==> config.mk <==
export PLATFORM = sky130hd
export DESIGN_NAME = tlb_page_table_translator
export DESIGN_NICKNAME = d
export VERILOG_FILES = /design/src/rtl/tlbpt_pkg.sv /design/src/rtl/tlbpt_recency.sv /design/src/rtl/tlb_page_table_translator.sv
export SDC_FILE = /design/constraint.sdc
export NUM_CORES = 1
export LEC_CHECK = 0
export BUFFER_PORTS_ARGS = -buffer_cell sky130_fd_sc_hd__buf_4
export CAP_MARGIN = 10
export CORE_ASPECT_RATIO = 1.4
export CORE_MARGIN = 5
export CORE_UTILIZATION = 40
export CTS_CLUSTER_DIAMETER = 120
export DETAILED_ROUTE_END_ITERATION = 16
export PLACE_DENSITY = 0.65
export RECOVER_POWER = 50
export SLEW_MARGIN = 0
export SYNTH_ARGS = -nofsm -noshare
export SYNTH_HDL_FRONTEND = slang
export SYNTH_SLANG_ARGS = --single-unit
==> constraint.sdc <==
create_clock -name clock -period 4.5 [get_ports clock]
set_clock_uncertainty 0.1 [all_clocks]
set_input_delay 0.45 -clock clock [delete_from_list [all_inputs] [get_ports clock]]
set_output_delay 0.45 -clock clock [all_outputs]
set_load 0.005 [all_outputs]
==> src/rtl/tlbpt_pkg.sv <==
`timescale 1ns / 1ps
package tlbpt_pkg;
   localparam int PAGE_COUNT_DEF  = 16;
   localparam int FRAME_COUNT_DEF = 8;
   localparam int TLB_DEPTH_DEF   = 4;
   localparam int OFFSET_BITS     = 8;
   localparam int VA_W            = 16;
   localparam int PAGE_W          = 4;
   localparam int FRAME_W         = 3;
   localparam int PA_W            = 11;
   localparam int ENTRY_W         = 2;
   localparam int STATUS_W        = 3;
   localparam int RECENCY_DEPTH   = 16;
   localparam logic [VA_W-1:0] PAGE_MASK   = 16'h0F00;
   localparam logic [VA_W-1:0] OFFSET_MASK = 16'h00FF;

   typedef enum logic [STATUS_W-1:0] {
      ST_TLB_HIT   = 3'd0,
      ST_TABLE_HIT = 3'd1,
      ST_FAULT     = 3'd2,
      ST_EVICT     = 3'd3,
      ST_ADDR_ERR  = 3'd4
   } status_type;
endpackage

==> src/rtl/tlbpt_recency.sv <==
`timescale 1ns / 1ps
// LRU list, oldest first. One operation per cycle: remove a page, or
// touch it (remove and append at the tail).
module tlbpt_recency (
   input  logic                        clock,
   input  logic                        reset,
   input  logic                        op_valid,
   input  logic                        op_touch,
   input  logic [tlbpt_pkg::PAGE_W-1:0] op_page,
   output logic [tlbpt_pkg::PAGE_W-1:0] oldest,
   output logic                        empty
);
   import tlbpt_pkg::*;

   logic [PAGE_W-1:0] order_ff [RECENCY_DEPTH];
   logic [PAGE_W-1:0] order_in [RECENCY_DEPTH];
   logic [4:0]        count_ff, count_in;
   logic [RECENCY_DEPTH-1:0] match;
   logic [RECENCY_DEPTH-1:0] after;
   logic              found;
   logic [4:0]        cnt_rm;

   always_comb begin
      for (int i = 0; i < RECENCY_DEPTH; i++)
         match[i] = (5'(i) < count_ff) && (order_ff[i] == op_page);
      // after[i]: an earlier or equal slot matched (first match only counts)
      after[0] = match[0];
      for (int i = 1; i < RECENCY_DEPTH; i++)
         after[i] = after[i-1] | match[i];
      found  = after[RECENCY_DEPTH-1];
      cnt_rm = found ? count_ff - 5'd1 : count_ff;
      for (int i = 0; i < RECENCY_DEPTH; i++) begin
         if (after[i] && i + 1 < RECENCY_DEPTH)
            order_in[i] = order_ff[(i + 1) % RECENCY_DEPTH];
         else
            order_in[i] = order_ff[i];
      end
      count_in = cnt_rm;
      if (op_touch && cnt_rm < 5'(RECENCY_DEPTH)) begin
         order_in[cnt_rm[3:0]] = op_page;
         count_in = cnt_rm + 5'd1;
      end
   end

   always_ff @(posedge clock) begin
      if (reset) begin
         count_ff <= '0;
      end else if (op_valid) begin
         count_ff <= count_in;
      end
      if (op_valid) begin
         for (int i = 0; i < RECENCY_DEPTH; i++)
            order_ff[i] <= order_in[i];
      end
   end

   assign oldest = order_ff[0];
   assign empty  = (count_ff == '0);

`ifndef SYNTHESIS
   a_count_bound: assert property (@(posedge clock) disable iff (reset)
      count_ff <= 5'(RECENCY_DEPTH)) else $error("recency count overflow");
   a_touch_nonempty: assert property (@(posedge clock) disable iff (reset)
      op_valid && op_touch |=> !empty) else $error("touch left list empty");
   a_remove_shrinks: assert property (@(posedge clock) disable iff (reset)
      op_valid && !op_touch && found |=> count_ff == $past(count_ff) - 5'd1)
      else $error("remove did not shrink list");
`endif
endmodule

==> src/rtl/tlb_page_table_translator.sv <==
`timescale 1ns / 1ps
// The sequencer walks lookup, eviction, recency update and TLB write in turn, then holds the
// response until it is not stalled; an address error goes straight to the response. It accepts
// the next request only back in idle.
// Reset (synchronous, active high) clears residency, TLB valid bits,
// replace pointer, frame count, recency list and sets address_limit to 65535.
module tlb_page_table_translator
   import tlbpt_pkg::*;
#(
   parameter int PAGE_COUNT  = PAGE_COUNT_DEF,
   parameter int FRAME_COUNT = FRAME_COUNT_DEF,
   parameter int TLB_DEPTH   = TLB_DEPTH_DEF
) (
   input  logic                          clock,
   input  logic                          reset,
   input  logic                          req_valid,
   output logic                          req_stall,
   input  logic [tlbpt_pkg::VA_W-1:0]    req_virtual_address,
   output logic                          rsp_valid,
   input  logic                          rsp_stall,
   output logic [tlbpt_pkg::STATUS_W-1:0] rsp_status,
   output logic [tlbpt_pkg::PAGE_W-1:0]  rsp_page,
   output logic [tlbpt_pkg::FRAME_W-1:0] rsp_frame,
   output logic [tlbpt_pkg::PA_W-1:0]    rsp_physical_address,
   output logic [tlbpt_pkg::ENTRY_W-1:0] rsp_tlb_entry,
   output logic [tlbpt_pkg::PAGE_W-1:0]  rsp_evicted_page,
   input  logic                          csr_valid,
   output logic                          csr_ready,
   input  logic [tlbpt_pkg::VA_W-1:0]    csr_data
);
   localparam int TW = (TLB_DEPTH > 1) ? $clog2(TLB_DEPTH) : 1;
   localparam int FCW = $clog2(FRAME_COUNT + 1);

   typedef enum logic [2:0] {S_IDLE, S_LOOKUP, S_EVICT, S_UPDATE, S_RESP} state_type;

   state_type         state_ff;
   logic [VA_W-1:0]   limit_ff;
   logic [VA_W-1:0]   addr_ff;
   logic [PAGE_W-1:0] page_ff;
   logic [FRAME_W-1:0] frame_ff;
   logic [PAGE_W-1:0] evict_ff;
   logic [STATUS_W-1:0] status_ff;
   logic [ENTRY_W-1:0] entry_ff;
   logic              rewrite_ff;

   logic [FRAME_W-1:0] map_ff [PAGE_COUNT];
   logic [PAGE_COUNT-1:0] resident_ff;
   logic [PAGE_W-1:0] tag_ff [TLB_DEPTH];
   logic [FRAME_W-1:0] tfr_ff [TLB_DEPTH];
   logic [TLB_DEPTH-1:0] tvalid_ff;
   logic [TW-1:0]     rptr_ff;
   logic [FCW-1:0]    used_ff;

   logic              rec_valid, rec_touch;
   logic [PAGE_W-1:0] rec_page, rec_oldest;
   logic              rec_empty;

   // shared TLB search unit, keyed by a selectable page
   logic [PAGE_W-1:0] key;
   logic              t_hit;
   logic [TW-1:0]     t_idx;
   logic              t_free;
   logic [TW-1:0]     t_free_idx;

   logic [PAGE_W-1:0] req_page;
   assign req_page = PAGE_W'((req_virtual_address & PAGE_MASK) >> OFFSET_BITS);

   always_comb begin
      t_hit = 1'b0;
      t_idx = '0;
      t_free = 1'b0;
      t_free_idx = '0;
      for (int i = TLB_DEPTH - 1; i >= 0; i--) begin
         if (tvalid_ff[i] && tag_ff[i] == key) begin
            t_hit = 1'b1;
            t_idx = TW'(i);
         end
         if (!tvalid_ff[i]) begin
            t_free = 1'b1;
            t_free_idx = TW'(i);
         end
      end
   end

   assign key = (state_ff == S_EVICT) ? evict_ff : page_ff;

   tlbpt_recency u_recency (
      .clock  (clock),
      .reset  (reset),
      .op_valid(rec_valid),
      .op_touch(rec_touch),
      .op_page(rec_page),
      .oldest (rec_oldest),
      .empty  (rec_empty)
   );

   always_comb begin
      rec_valid = 1'b0;
      rec_touch = 1'b0;
      rec_page  = page_ff;
      if (state_ff == S_EVICT) begin
         rec_valid = 1'b1;
         rec_page  = evict_ff;
      end else if (state_ff == S_UPDATE) begin
         rec_valid = 1'b1;
         rec_touch = 1'b1;
      end
   end

   assign req_stall = (state_ff != S_IDLE);
   assign csr_ready = (state_ff == S_IDLE);
   assign rsp_valid = (state_ff == S_RESP);

   always_ff @(posedge clock) begin
      if (reset) begin
         state_ff    <= S_IDLE;
         limit_ff    <= '1;
         resident_ff <= '0;
         tvalid_ff   <= '0;
         rptr_ff     <= '0;
         used_ff     <= '0;
      end else begin
         case (state_ff)
            S_IDLE: begin
               if (csr_valid)
                  limit_ff <= csr_data;
               if (req_valid) begin
                  addr_ff  <= req_virtual_address;
                  page_ff  <= req_page;
                  evict_ff <= '0;
                  frame_ff <= '0;
                  entry_ff <= '0;
                  rewrite_ff <= 1'b0;
                  if (req_virtual_address > limit_ff ||
                      32'(req_page) >= 32'(PAGE_COUNT)) begin
                     status_ff <= ST_ADDR_ERR;
                     state_ff  <= S_RESP;
                  end else begin
                     state_ff <= S_LOOKUP;
                  end
               end
            end
            S_LOOKUP: begin
               if (t_hit) begin
                  status_ff <= ST_TLB_HIT;
                  frame_ff  <= tfr_ff[t_idx];
                  entry_ff  <= ENTRY_W'(t_idx);
                  state_ff  <= S_UPDATE;
               end else if (resident_ff[page_ff]) begin
                  status_ff <= ST_TABLE_HIT;
                  frame_ff  <= map_ff[page_ff];
                  state_ff  <= S_UPDATE;
               end else if (32'(used_ff) < 32'(FRAME_COUNT)) begin
                  status_ff <= ST_FAULT;
                  frame_ff  <= FRAME_W'(used_ff);
                  used_ff   <= used_ff + FCW'(1);
                  map_ff[page_ff] <= FRAME_W'(used_ff);
                  resident_ff[page_ff] <= 1'b1;
                  state_ff  <= S_UPDATE;
               end else begin
                  status_ff <= ST_EVICT;
                  evict_ff  <= rec_empty ? '0 : rec_oldest;
                  state_ff  <= S_EVICT;
               end
            end
            S_EVICT: begin
               // drop victim from table and list, hand its frame over
               frame_ff <= map_ff[evict_ff];
               map_ff[page_ff] <= map_ff[evict_ff];
               resident_ff[evict_ff] <= 1'b0;
               resident_ff[page_ff]  <= 1'b1;
               rewrite_ff <= t_hit;
               if (t_hit) begin
                  tag_ff[t_idx] <= page_ff;
                  tfr_ff[t_idx] <= map_ff[evict_ff];
                  entry_ff <= ENTRY_W'(t_idx);
               end
               state_ff <= S_UPDATE;
            end
            S_UPDATE: begin
               if (status_ff != ST_TLB_HIT && !rewrite_ff) begin
                  if (t_free) begin
                     tag_ff[t_free_idx] <= page_ff;
                     tfr_ff[t_free_idx] <= frame_ff;
                     tvalid_ff[t_free_idx] <= 1'b1;
                     entry_ff <= ENTRY_W'(t_free_idx);
                  end else begin
                     tag_ff[rptr_ff] <= page_ff;
                     tfr_ff[rptr_ff] <= frame_ff;
                     entry_ff <= ENTRY_W'(rptr_ff);
                     rptr_ff <= (32'(rptr_ff) == TLB_DEPTH - 1) ? '0 : rptr_ff + TW'(1);
                  end
               end
               state_ff <= S_RESP;
            end
            S_RESP: begin
               if (!rsp_stall)
                  state_ff <= S_IDLE;
            end
            default: state_ff <= S_IDLE;
         endcase
      end
   end

   // address errors report a zero physical address
   assign rsp_status = status_ff;
   assign rsp_page   = page_ff;
   assign rsp_frame  = frame_ff;
   assign rsp_physical_address = (status_ff == ST_ADDR_ERR) ? '0 :
                                 {frame_ff, addr_ff[OFFSET_BITS-1:0]};
   assign rsp_tlb_entry   = entry_ff;
   assign rsp_evicted_page = evict_ff;

`ifndef SYNTHESIS
   a_err_no_state: assert property (@(posedge clock) disable iff (reset)
      state_ff == S_IDLE && req_valid && !req_stall && req_virtual_address > limit_ff
      |=> $stable(resident_ff) && $stable(tvalid_ff)) else $error("error changed state");
   a_used_bound: assert property (@(posedge clock) disable iff (reset)
      32'(used_ff) <= FRAME_COUNT) else $error("frame count overflow");
   a_rsp_hold: assert property (@(posedge clock) disable iff (reset)
      rsp_valid && rsp_stall |=> rsp_valid && $stable(rsp_frame))
      else $error("response dropped");
`endif
endmodule

==> flow_summary_export.csv <==
group,metric,value,unit
outcome,status,"finished with violations",
outcome,violations,"capacitance limit, slew limit",
synth,synth_flop_cell,"edfxtp_1",
synth,syn_nets,1145,
synth,async_flop_share,0,%
route,wire_per_inst,20.7,um
floorplan,die_y,221,um
timing,worst_slew_margin_rel,-35.2,%
route,drt-initial-drc-count,608,
synth,synth_seq_cells,223,
cells_and_area,layout_common_cells,"edfxtp_1, mux2i_1, nor2_1, nand2_1, buf_4",
floorplan,rows,77,
clock_network,insertion_delay,0.52,ns
floorplan,die_area,35500,sq um
timing,worst_pin_slew,2.03,ns
flow_run,cap_violations,2,
global_routing,grt_pass1_vias,9075,
timing,fin_crit,4.11,ns
worst_setup_path,path_class,"reg2reg",
place,hpwl,24300,um
synth,synth_area_leaders,"edfxtp_1, mux2i_1, dfxtp_1",
timing,setup_viol,0,
timing,rsz0062_at_grt,"false",
place,portBuffers,66,
clock_network,cts.repair.resized,0,
power_and_ir_drop,powerDensity,555,nW/um^2
worst_setup_path,worst_setup_path_end_kind,"register",
global_routing,grt_pass1_wl,51200,um
clock_network,cts-buffers-inserted,23,
route,vias,8832,
global_routing,grt_max_degree,35,
cells_and_area,antenna_cells,0,
floorplan,start_util,40.4,%
synth,synth_top_cell_by_area,"edfxtp_1",
timing,finalCritPeriodShare,91.3,%
clock_network,cts_max_path_buffers,3,
power_and_ir_drop,p_leak,5.69,nW
worst_setup_path,crit_path_max_fanout,14,
clock_network,path_clk_slew,0.07,ns
cells_and_area,layout_commonest_cell,"edfxtp_1",
global_routing,antenna_found_initial,0,
worst_setup_path,start_kind,"register",
global_routing,grt.overflow.total,0,
timing,timing.final.ws_setup,0.391,ns
clock_network,htreeDepth,1,
cells_and_area,seq_area,6120,sq um
cells_and_area,areaGrowthSynthToFinish,14.0,%
floorplan,io_pins,67,
route,first_pass_iters,5,
route,via_per_inst,5.62,
cells_and_area,fill_cells,2834,
synth,synth_top_area_share,38.9,%
cells_and_area,nets,1218,
synth,ys_types,71,
synth,synth.cell_area,12700,sq um
clock_network,cts_tree,"done",
timing,fmax,243,MHz
global_routing,track_usage,17.9,%
floorplan,core-area,31500,sq um
synth,syn_area_per_cell,11.7,sq um
place,pre_cts_ws,0.396,ns
worst_setup_path,required,4.55,ns
route,drt.antenna.violating_nets,0,
synth,ys_seq_area_share,48.0,%
clock_network,cts_sinks,223,
timing,slew_viol_final,63,
worst_setup_path,crit_arrival,4.15,ns
cells_and_area,drive_gt1_share,18.0,%
synth,synthCells,1087,
route,drc,0,
place,gp_congestion,0.972,
route,wl,32600,um
synth,synth_edf_count,165,
timing,final-hold-violation-count,0,
clock_network,cts_root_buffer,"clkbuf_16",
cells_and_area,multi_input_area,6170,sq um
timing,finalSetupTns,0,ns
synth,yosysWarnings,0,
worst_hold_path,min_path_type,"in2reg",
power_and_ir_drop,ir_drop,0.000356,V
floorplan,dieWidth,161,um
## report_power, final
group,switching [mW],leakage [nW],total [mW],internal [mW]
Sequential,0.389,1.99,3.16,2.77
Combinational,1.67,3.33,2.99,1.32
Clock,0.817,0.366,1.91,1.09
Total,2.88,5.69,8.06,5.18
## metal layers
layer | up-vias | global-route usage (%) | wire length (um)
met1 | 4326 | 20.1 | 12400
li1 | 4198 | - | -
met2 | 228 | 33.5 | 17500
met3 | 80 | 2.55 | 1310
met5 | - | 0 | 0
met4 | 0 | 7.87 | 1410
## cells by family after synthesis
family,after synthesis,share of synthesized area (%)
XOR/XNOR,97,6.67
AO/OA/AOI/OAI,151,8.65
multiplexers,195,19.2
flip-flops,223,48.0
AND/OR/NAND/NOR,296,11.9
adder cells (fa/ha/maj),21,2.06
buffers and inverters,104,3.49
## area by class of cell
class	count	area share (%)
Timing Repair Buffer	116	5.78
Sequential cell	223	42.2
Clock inverter	15	0.983
Inverter	36	0.940
Multi-Input combinational cell	760	42.6
Clock buffer	26	4.18
Tap cell	395	3.41
## Yosys cell counts (22+ instances only)
cell type  number
nor2_1         74
xnor2_1        60
nor2b_1        22
clkbuf_1       36
dfxtp_1        58
xor2_1         37
o21ai_0        29
nor3_1         31
inv_1          35
o211ai_1       32
edfxtp_1      165
mux2i_1       143
mux4_2         35
nand2_1        73
## timing repair
item	in CTS	in global routing
hold buffers	1	0
endpoints found under the hold margin	1	0
setup endpoints to repair	0	0
setup buffers	0	0
## final timing paths
| path | start | to | slack (ns) | cells after the start |
|---|---|---|---|---|
| max | state_ff[1] | map_ff[2][0] | 0.39 | 11 |
| min | req_virtual_address[3] | addr_ff[3] | 0.05 | 1 |
| max reg2reg | state_ff[1] | map_ff[2][0] | 0.39 | 11 |
| min reg2reg | resident_ff[6] | resident_ff[6] | 0.38 | 1 |
## flip-flops by register name, summed over array words and instances (netlist names), 5 cells and up, named ones only
| register | count |
|---|---|
| u_recency.order_ff | 60 |
| map_ff | 48 |
| limit_ff | 16 |
| resident_ff | 16 |
| tag_ff | 16 |
| tfr_ff | 12 |
| addr_ff | 8 |
| u_recency.count_ff | 5 |
## worst max-delay path, cell delays in order (launching register included)
cell and delay, ns:
dfxtp_1 0.32, buf_4 0.19, or3b_1 0.43, a21oi_4 0.21
buf_4 0.23, xnor2_1 0.15, nor3_1 0.08, nand3_1 0.20
and4_1 0.51, and3_1 0.40, o2111ai_1 0.27, nor3_1 0.64
## through the flow
step	area (sq um)	util [%]	instances	hold slack, ns	power (mW)
after global placement	13800	44.0	1529	0.363	6.20
after detailed placement	13800	44.0	1529	0.369	6.24
after floorplan	12700	-	1087	0.356	5.23
final	14500	46.1	1571	0.0462	8.06
after global routing	14500	46.1	1571	0.0341	8.50
after CTS	14600	46.4	1571	0.00138	8.17
No activity file was read; power rests on OpenSTA's default activity.
